$ cat src/rtl/swmmm_pkg.sv
// Shared types and constants for the sliding window max/min/mean block.
// No dependencies; imported by the divider, the top level and the testbench.
`timescale 1ns / 1ps

package swmmm_pkg;

   // width of the window length register
   localparam int LEN_REG_WIDTH = 9;

   // result kind codes
   localparam logic KIND_WINDOW = 1'b0;
   localparam logic KIND_SERIES = 1'b1;

   // divider status as seen by the sequencer
   typedef struct packed {
      logic busy;
      logic done;
   } div_status_type;

endpackage

$ cat src/rtl/swmmm_div.sv
// Serial signed-by-unsigned divider, one quotient bit per cycle, truncating toward zero.
// Depends on swmmm_pkg for the status struct.
`timescale 1ns / 1ps

module swmmm_div
   import swmmm_pkg::*;
#(
   parameter int DVD_W = 52,
   parameter int DVS_W = 20
) (
   input  logic                    clock,
   input  logic                    reset,
   input  logic                    start,
   input  logic signed [DVD_W-1:0] dividend,
   input  logic        [DVS_W-1:0] divisor,
   output logic signed [DVD_W-1:0] quotient,
   output div_status_type          status
);

   localparam int CNT_W = $clog2(DVD_W + 1);

   logic              busy_ff;
   logic              fix_ff;
   logic              done_ff;
   logic              neg_ff;
   logic [CNT_W-1:0]  cnt_ff;
   logic [DVD_W-1:0]  dvd_ff;
   logic [DVS_W:0]    rem_ff;
   logic [DVS_W-1:0]  dvs_ff;
   logic signed [DVD_W-1:0] q_ff;

   logic [DVS_W:0]    rem_sh;
   logic [DVS_W+1:0]  diff;
   logic              q_bit;
   logic [DVS_W:0]    rem_in;
   logic [DVD_W-1:0]  mag_in;

   // one restoring step
   always_comb begin
      rem_sh = {rem_ff[DVS_W-1:0], dvd_ff[DVD_W-1]};
      diff   = {1'b0, rem_sh} - {2'b00, dvs_ff};
      q_bit  = ~diff[DVS_W+1];
      rem_in = q_bit ? diff[DVS_W:0] : rem_sh;
      mag_in = dividend[DVD_W-1] ? (~dividend + 1'b1) : dividend;
   end

   always_ff @(posedge clock) begin
      if (reset) begin
         busy_ff <= 1'b0;
         fix_ff  <= 1'b0;
         done_ff <= 1'b0;
      end else begin
         done_ff <= 1'b0;
         if (start) begin
            busy_ff <= 1'b1;
            fix_ff  <= 1'b0;
            cnt_ff  <= '0;
            neg_ff  <= dividend[DVD_W-1];
            dvd_ff  <= mag_in;
            rem_ff  <= '0;
            dvs_ff  <= divisor;
         end else if (busy_ff && !fix_ff) begin
            rem_ff <= rem_in;
            dvd_ff <= {dvd_ff[DVD_W-2:0], q_bit};
            cnt_ff <= cnt_ff + 1'b1;
            if (cnt_ff == CNT_W'(DVD_W - 1)) begin
               fix_ff <= 1'b1;
            end
         end else if (busy_ff) begin
            // apply the sign
            q_ff    <= neg_ff ? (~dvd_ff + 1'b1) : dvd_ff;
            busy_ff <= 1'b0;
            fix_ff  <= 1'b0;
            done_ff <= 1'b1;
         end
      end
   end

   assign quotient    = q_ff;
   assign status.busy = busy_ff;
   assign status.done = done_ff;

endmodule

$ cat config.mk
export PLATFORM = sky130hd
export DESIGN_NAME = swmmm_div
export DESIGN_NICKNAME = d
export VERILOG_FILES = /design/src/rtl/swmmm_pkg.sv /design/src/rtl/swmmm_div.sv
export SDC_FILE = /design/constraint.sdc
export NUM_CORES = 1
export LEC_CHECK = 0
export BUFFER_PORTS_ARGS = -buffer_cell sky130_fd_sc_hd__buf_2
export CORE_MARGIN = 10
export CORE_UTILIZATION = 58
export CTS_CLUSTER_SIZE = 40
export DETAILED_ROUTE_END_ITERATION = 8
export GPL_ROUTABILITY_DRIVEN = 0
export PLACE_DENSITY = 0.8
export SKIP_LAST_GASP = 1
export SLEW_MARGIN = 0
export SYNTH_ARGS = -nofsm -noshare
export SYNTH_HDL_FRONTEND = slang
export SYNTH_SLANG_ARGS = --single-unit
$ cat constraint.sdc
create_clock -name clock -period 6.2 [get_ports clock]
set_input_delay 0.31 -clock clock [delete_from_list [all_inputs] [get_ports clock]]
set_output_delay 0.31 -clock clock [all_outputs]
set_load 0.02 [all_outputs]
== Word level (Yosys, flattened, before mapping) ==
Index checks and enable logic that the tools add are counted.

* Equality and inequality tests: 3
* Reductions and logical operators: 10
* Add/subtract/negate cells: 4
* Muxes and demuxes: 13
* Bitwise logic cells: 6

{| class="wikitable"
|+ Operators with widths
! operator !! count
|-
| 2-to-1 mux 52 bit || 4
|-
| adder 52 x 1 -> 52 bit, second input constant || 2
|-
| inverter 52 bit || 2
|-
| 2-to-1 mux 20 bit || 2
|-
| subtractor 21 x 20 -> 22 bit || 1
|-
| adder 6 x 1 -> 6 bit, second input constant || 1
|-
| == test 6 bit, second input constant || 1
|-
| 2-to-1 mux 1 bit || 6
|-
| 2-to-1 mux 6 bit || 1
|-
| AND reduction 2 bit || 3
|-
| inverter 1 bit || 4
|-
| AND reduction 4 bit || 1
|-
| nonzero test 2 bit || 2
|-
| OR reduction 3 bit || 1
|-
| inequality test 2 x 1 -> 1 bit, second input constant || 1
|-
| inequality test 2 bit, second input constant || 1
|-
| OR reduction 2 bit || 1
|-
| logical AND 1 bit || 1
|-
| zero test 1 bit || 1
|}

* Word-level logic and storage cells: 45
* Flip-flop bits (word level): 154
* Output and inout bits: 54
* Input bits: 75

== Depth between registers and ports, before layout ==
Gate-level depths: netlist of run 1.

* Word-level depth: 4
* Gate-level depth with buffers: 10
* Gate-level depth less buffers: 9

== Worst setup path after synthesis of run 1 ==
No wires, ideal clock.

* Kind: input-to-reg
* Start point: input start
* End point: register q_ff[0] (netlist: quotient[0]), enable pin
* Path buffers: 2
* Setup slack: 1.397 ns
* Arrival time: 4.277 ns
* Stages on the path: 3
* Setup time: 0.526 ns
* Data required time: 5.674 ns
* Cells stage by stage: clkbuf_1 clkbuf_1 nor3_1

* Word-level cells in the longest chain between the ends: 2

{| class="wikitable"
|+ RTL lines
! element !! RTL line !! source
|-
| start, declared || swmmm_div.sv:13 || <nowiki>input logic start,</nowiki>
|-
| inverter 1 bit (no source line) || -- ||
|-
| AND reduction 4 bit (no source line) || -- ||
|-
| end signal, assigned || swmmm_div.sv:71 || <nowiki>q_ff <= neg_ff ? (~dvd_ff + 1'b1) : dvd_ff;</nowiki>
|-
| end, declared || swmmm_div.sv:30 || <nowiki>logic signed [DVD_W-1:0] q_ff;</nowiki>
|}

Every way passes these cells.
A chain may end at the register's enable or synchronous reset.

== Worst setup path in the final report of run 1 ==
* Start point: register rem_ff[14]
* End point: register rem_ff[15], data pin

* Word-level cells in the longest chain between the ends: 3

{| class="wikitable"
|+ RTL lines
! element !! RTL line !! source
|-
| start, declared || swmmm_div.sv:28 || <nowiki>logic [DVS_W:0] rem_ff;</nowiki>
|-
| start signal, assigned || swmmm_div.sv:63 || <nowiki>rem_ff <= rem_in;</nowiki>
|-
| subtractor 21 x 20 -> 22 bit || swmmm_div.sv:41 || <nowiki>diff = {1'b0, rem_sh} - {2'b00, dvs_ff};</nowiki>
|-
| 2-to-1 mux 20 bit (*) || swmmm_div.sv:43 || <nowiki>rem_in = q_bit ? diff[DVS_W:0] : rem_sh;</nowiki>
|-
| 2-to-1 mux 20 bit (*) || swmmm_div.sv:62 || <nowiki>end else if (busy_ff && !fix_ff) begin</nowiki>
|}

Every way passes the cells marked *; elsewhere a longest branch is shown, timed or not. The select of a mux whose other input is x is not followed.

==> results.md, run 1 <==
- Outcome: complete, no violations
- Final min period: 3.09 ns
- Post-detail-place hpwl: 16.2 mm
- TritonCTS Buffers: 17
- Unrepaired setup endpoints after global routing: false
- Fillers: 1143
- Via count: 7272
- Synth area leader: edfxtp_1
- GRT overflow: 0
- Share of cells above drive strength 1: 20.0%
- Max-cap violation count: 0
- HP Class: in2reg
- Worst Tran Pin Value: 1.15 ns
- Yosys warns: 0
- Main combinational cell family by area after synthesis: compound AO/OA/AOI/OAI gates
- Global-route wire length before repair: 35.5 mm
- Comb pwr share: 17.7%
- Syn Area/Cell: 10.7 um^2
- Post-Layout Inst Area: 10500 um^2
- WL/cell: 18.8 um
- Number of buffers on the longest clock path: 2
- Post-synthesis sequential area ratio: 50.8%
- Post-synth design cell area: 9050 um^2
- HP Start: divisor[14]
- Clock latency at the later pin of the worst-skew pair: 0.43 ns
- GRT Resource Usage Total: 20.5%
- Routed WL: 22.4 mm
- Worst-path clk slew: 0.06 ns
- Top Ports: 129
- Clk_skew: 0.00964 ns
- Iter 0 DRT Violations: 812
- Overall power: 0.00289 W
- CTS root buffer: clkbuf_16
- Worst Path Arrival: 3.26 ns
- Critical Path Sink Type: flip-flop
- Top post-synthesis cells by area: edfxtp_1 50%, xnor2_1 5.7%, xor2_1 4.9%
- Initial core utilization: 59.3%
- Mux contribution to synthesized area: 0.719%
- Final setup viols: 0
- Multi-input logic area: 4200 um^2
- Cells after Synth: 848
- Net Sw Frac: 27.1%
- Top-area cell type share of the netlist area: 50.1%
- FMAX: 324 MHz
- FP Rows: 45
- Worst reg2reg path startpoint: rem_ff[14]
- CP startpoint kind: flip-flop
- Worst reg2reg path depth: 8
- Synth Area in Simple Gates: 15.0%
- Reg2Reg Setup Slack: 3.11 ns
- Power share of the clock group: 38.2%
- Psw: 0.000783 W
- Worst min-delay path endpoint: dvs_ff[14]
- Origin of the worst setup path: rem_ff[14]
- DR pass1 iterations: 6
- Htree depth: 4
- Tcrit/Tclk final: 49.8%
- Clock Sinks: 154
- Vias per cell: 6.12
- Slew Viols, Final: 0
- R2R Path End: rem_ff[15]
- Pwr/cell area: 276 nW/um^2
- Area post-placement: 9860 um^2
- Die Span Y: 145 um
- Synth Area in XOR/XNOR: 10.6%
- Main flop type after synthesis: edfxtp_1
- Nets: 1060
- Post-CTS setup buffers: 0
- Die Area: 21000 um^2
- # resized after CTS: 0
- Pint: 0.00211 W
- Initial antenna violation count: 1
- Register area: 4590 um^2
- Hold depth: 1
- Crit Path Class: reg2reg
- Die Wd: 145 um
- Setup TNS: 0 ns
- Pin count of the biggest net entering global routing: 69
- Number of hold buffers added after CTS: 0
- CP max FO: 14
- Final Hold Violating Endpoints: 0
- Register share of total power: 44.1%
- Antenna-violating nets left: 0
- PortBufs: 128
- Core area: 15300 um^2
- Area Growth Syn to Fin: 15.9%
- Ys async rst share: 0%
- TritonCTS clock tree: built
- Library cells used by synthesis: 68
- Compound-Gate Fraction of Synth Area: 16.4%
- Net Count, Synth: 947
- EDFF count, synth: 151
- Critical Path RT: 6.37 ns
- Static leakage: 3.82 nW
- Slew headroom: 22.9%
- Max VDD drop: 214 uV
- Post-Synth Adder-Cell Area: 3.40%
- Synth Register Bits: 154
- Vias in the first global route: 6934
- DRC errors left: 0
-- power groups by stage --
stage                     Combinational [W]  Clock, W  Sequential [W]
after floorplan                    0.000373         0         0.00128
after global placement             0.000488         0         0.00129
after detailed placement           0.000502         0         0.00130
after CTS                          0.000507   0.00111         0.00128
after global routing               0.000565   0.00115         0.00128
final                              0.000513   0.00110         0.00128
-- metal layers --
metal / global-route usage [%] / part of all wire, % / up-vias
li1: - / - / 3438
met1: 27.0 / 42 / 3422
met2: 32.2 / 46 / 371
met3: 5.77 / 9.2 / 39
met4: 6.28 / 1.9 / 2
met5: 0 / 0.058 / -
-- cell usage after synthesis (4+ instances only) --
master,instances
nor2_1,75
o211ai_1,12
nor3_1,18
mux2_2,4
edfxtp_1,151
clkbuf_1,35
nand2b_1,8
o2111ai_1,5
nand3b_1,4
or3_1,22
or2_2,6
nand4_1,6
inv_1,33
nor2b_1,6
xnor2_1,59
and3_1,6
ha_1,23
o21ai_0,46
a31oi_1,4
nand2_1,46
xor2_1,51
a211oi_1,5
or4_1,14
nor4_1,4
a21oi_1,68
o32ai_1,5
nand3_1,22
o41ai_1,14
or4_4,4
o31ai_1,32
a21o_1,7
-- sequential cells by signal, summed over array words and instances, names as in the netlist --
name / cells
quotient: 52
fix_ff: 1
dvd_ff: 52
neg_ff: 1
dvs_ff: 20
busy_ff: 1
done_ff: 1
rem_ff: 20
cnt_ff: 6
-- metrics by stage --
stage / hold WS [ns] / utilization [%] / worst slack, ns / instances
floorplan: 0.382 / - / 1.40 / 848
global placement: 0.485 / 64.6 / 3.24 / 1153
detailed placement: 0.488 / 64.6 / 3.14 / 1153
CTS: 0.0471 / 68.7 / 3.13 / 1185
global route: 0.0404 / 68.7 / 2.96 / 1185
finish: 0.0555 / 68.8 / 3.11 / 1188
-- worst max-delay path: stages, from the launching register on --
cell and delay (ns):
edfxtp_1 0.42, ha_1 0.46, o21ai_0 0.19, o211ai_1 0.23, nand2_1 0.39, o41ai_2 0.29, buf_4 0.28, nand2_1 0.17
o311a_1 0.41
-- area by class of cell --
type / instances / area share [%]
clock buffer: 18 / 4.09
antenna: 3 / 0.0715
sequential: 154 / 43.8
clock inverter: 14 / 1.85
timing repair buffer: 133 / 6.49
tap: 211 / 2.52
inverter: 33 / 1.18
multi-input combinational: 622 / 40.0
-- worst max-delay path by stage --
| stage | end | slack, ns | cells past startpoint |
|---|---|---|---|
| after detailed placement | rem_ff[15] | 3.14 | 8 |
| after global placement | rem_ff[15] | 3.24 | 8 |
| after floorplan | quotient[0] | 1.40 | 3 |
| final | rem_ff[15] | 3.11 | 8 |
| after global routing | rem_ff[15] | 2.96 | 8 |
| after CTS | rem_ff[15] | 3.13 | 8 |
-- cell usage in the layout (no fill, tap or decap), types with 5 or more instances in the layout --
master / count
inv_1: 33
nand2b_1: 8
o31ai_1: 32
clkbuf_16: 17
o21ai_0: 46
and3_1: 6
or4_1: 14
xnor2_1: 59
or2_2: 6
nand3_1: 22
ha_1: 23
o32ai_1: 5
xor2_1: 51
nor2_1: 73
nand4_1: 6
o2111ai_1: 5
nor2b_1: 6
o211ai_1: 12
a211oi_1: 5
a21oi_1: 68
buf_2: 127
o41ai_1: 13
buf_4: 6
or3_1: 22
a21o_1: 7
nor3_1: 17
edfxtp_1: 151
nand2_1: 46
-- cell families (layout without fill, tap and decap cells) --
group | count (synthesis) | in the layout
adders and majority gates | 24 | 24
AOI/OAI and AO/OA | 225 | 225
muxes | 6 | 6
other | 0 | 3
xor gates and xnor gates | 110 | 110
and+or+nand+nor | 257 | 257
buffers and inverters | 72 | 198
DFF | 154 | 154
No activity file was read; power rests on OpenSTA's default activity.
==> inputs of run 2 (changes only) <==
CORE_UTILIZATION = 53   (was 58)
PLACE_DENSITY = 0.77   (was 0.8)
clock period = 2.6 ns   (was 6.2 ns; I/O delays follow)
==> results.md, run 2 (synthesis results as in run 1) <==
- CP peak stage delay: 0.56 ns
- Top Ports: 129
- Die Area: 22700 um^2
- Clk_skew: 0.0114 ns
- CTS root buffer: clkbuf_16
- Comb pwr share: 21.2%
- CP startpoint kind: flip-flop
- Psw: 0.00196 W
- Final setup viols: 0
- Global-route wire length before repair: 36.9 mm
- TritonCTS Buffers: 17
- Worst reg2reg path depth: 7
- GRT overflow: 0
- PortBufs: 128
- Nets: 1140
- Htree depth: 4
- Register share of total power: 42.9%
- Antenna-violating nets left: 0
- Vias in the first global route: 7129
- Area post-placement: 10300 um^2
- Worst Tran Pin Value: 0.663 ns
- DR pass1 iterations: 5
- DRC errors left: 0
- Static leakage: 4.26 nW
- Max-cap violation count: 0
- Routed WL: 23.9 mm
- Pin count of the biggest net entering global routing: 79
- CP max FO: 6
- Setup ws final: 0.0443 ns
- Via count: 7579
- Fillers: 1194
- Max VDD drop: 525 uV
- Post-layout util: 68.6%
- Number of buffers on the longest clock path: 2
- TritonCTS clock tree: built
- Place WS: -0.0649 ns
- Iter 0 DRT Violations: 759
- Initial core utilization: 54.4%
- Setup TNS: 0 ns
- Slew headroom: 55.8%
- Final Hold Violating Endpoints: 0
- Commonest non-fill, non-tap cell in the layout: edfxtp_1
- Outcome: complete, no violations
- Die Wd: 151 um
- Clock Sinks: 154
- Initial antenna violation count: 2
- Non-filler cells, final: 1275
- Hold depth: 3
- Pwr/cell area: 619 nW/um^2
- Slew Viols, Final: 0
- HP Class: in2reg
- FP Rows: 47
- Post-detail-place hpwl: 16.8 mm
- CP Cell Sequence: or4_4, or3_4, nor3_2, buf_4, nand3_2, o41ai_2, xnor2_1
- Core area: 16600 um^2
- Cell count after placement: 1215
- Share of cells above drive strength 1: 27.2%
- Power share of the clock group: 35.9%
- Area Growth Syn to Fin: 26.1%
- Crit Path Class: reg2reg
- Vias per cell: 5.94
- Commonest cells after routing, fill and taps aside: 151 x edfxtp_1, 127 x buf_2, 73 x nor2_1
- GRT Resource Usage Total: 20.6%
- FMAX: 391 MHz
- Die Span Y: 151 um
- Critical Path RT: 2.77 ns
- Pint: 0.00509 W
- Net Sw Frac: 27.8%
- Final min period: 2.56 ns
- Unrepaired setup endpoints after global routing: true
- WL/cell: 18.8 um
- Critical path's slowest cell: or4_4
- Post-Layout Inst Area: 11400 um^2
- Critical Path Sink Type: flip-flop
- Clock latency at the later pin of the worst-skew pair: 0.43 ns
- Worst Path Arrival: 2.72 ns
- Tcrit/Tclk final: 98.3%
- Worst-path clk slew: 0.06 ns
## run 2: worst paths after layout
kind	start	end	slack, ns
worst max-delay path	dvd_ff[15]	quotient[45]	0.04
worst min-delay path	dividend[0]	dvd_ff[0]	0.09
worst max register to register	dvd_ff[15]	quotient[45]	0.04
worst min register to register	dvd_ff[0]	quotient[0]	0.51
## run 2: timing repair
item	4_1_cts	5_1_grt
hold buffers	21	0
hold endpoints to repair	21	0
resized for setup	3	45
pin swaps	0	13
endpoints found under the setup margin	3	30
gates cloned	0	0
buffers inserted	1	5
## run 2: stage by stage
step / hold slack, ns / power (W)
finish: 0.0869 / 0.00706
global route: 0.118 / 0.00735
CTS: 0.0900 / 0.00696
detailed placement: 0.308 / 0.00441
global placement: 0.306 / 0.00437
floorplan: 0.202 / 0.00395
## run 2: worst max-delay path, delay by kind of cell (launching register included)
kind,cells,cell delay (ns)
flops,1,0.39
xor+xnor,1,0.11
buf+inv,1,0.16
simple gates,4,1.28
compound gates,1,0.35
## run 2: cell type report
cell class              count  area (um^2)  share of cell area [%]
flip-flops and latches    154         4590                    40.3
multi-input cells         622         4470                    39.2
repair buffers            213         1350                    11.8
clock buffers              17          425                    3.73
well taps                 220          275                    2.41
clock inverters            15          174                    1.52
inverters                  33          124                    1.09
diodes                      1         2.50                  0.0219
## run 2: power by group through the flow
| stage | registers [W] | logic (W) | clock network [W] |
|---|---|---|---|
| finish | 0.00303 | 0.00150 | 0.00253 |
| global route | 0.00304 | 0.00164 | 0.00268 |
| CTS | 0.00302 | 0.00139 | 0.00255 |
| detailed placement | 0.00307 | 0.00134 | 0 |
| global placement | 0.00306 | 0.00131 | 0 |
| floorplan | 0.00306 | 0.000891 | 0 |
## run 2: per-layer routing
layer  track usage [%]  wire length (um)  up-vias
met5                 0                13        -
met4              6.64               450        2
met3              4.62              2470       47
met2              33.1             11400      403
met1              27.0              9550     3541
li1                  -                 -     3586
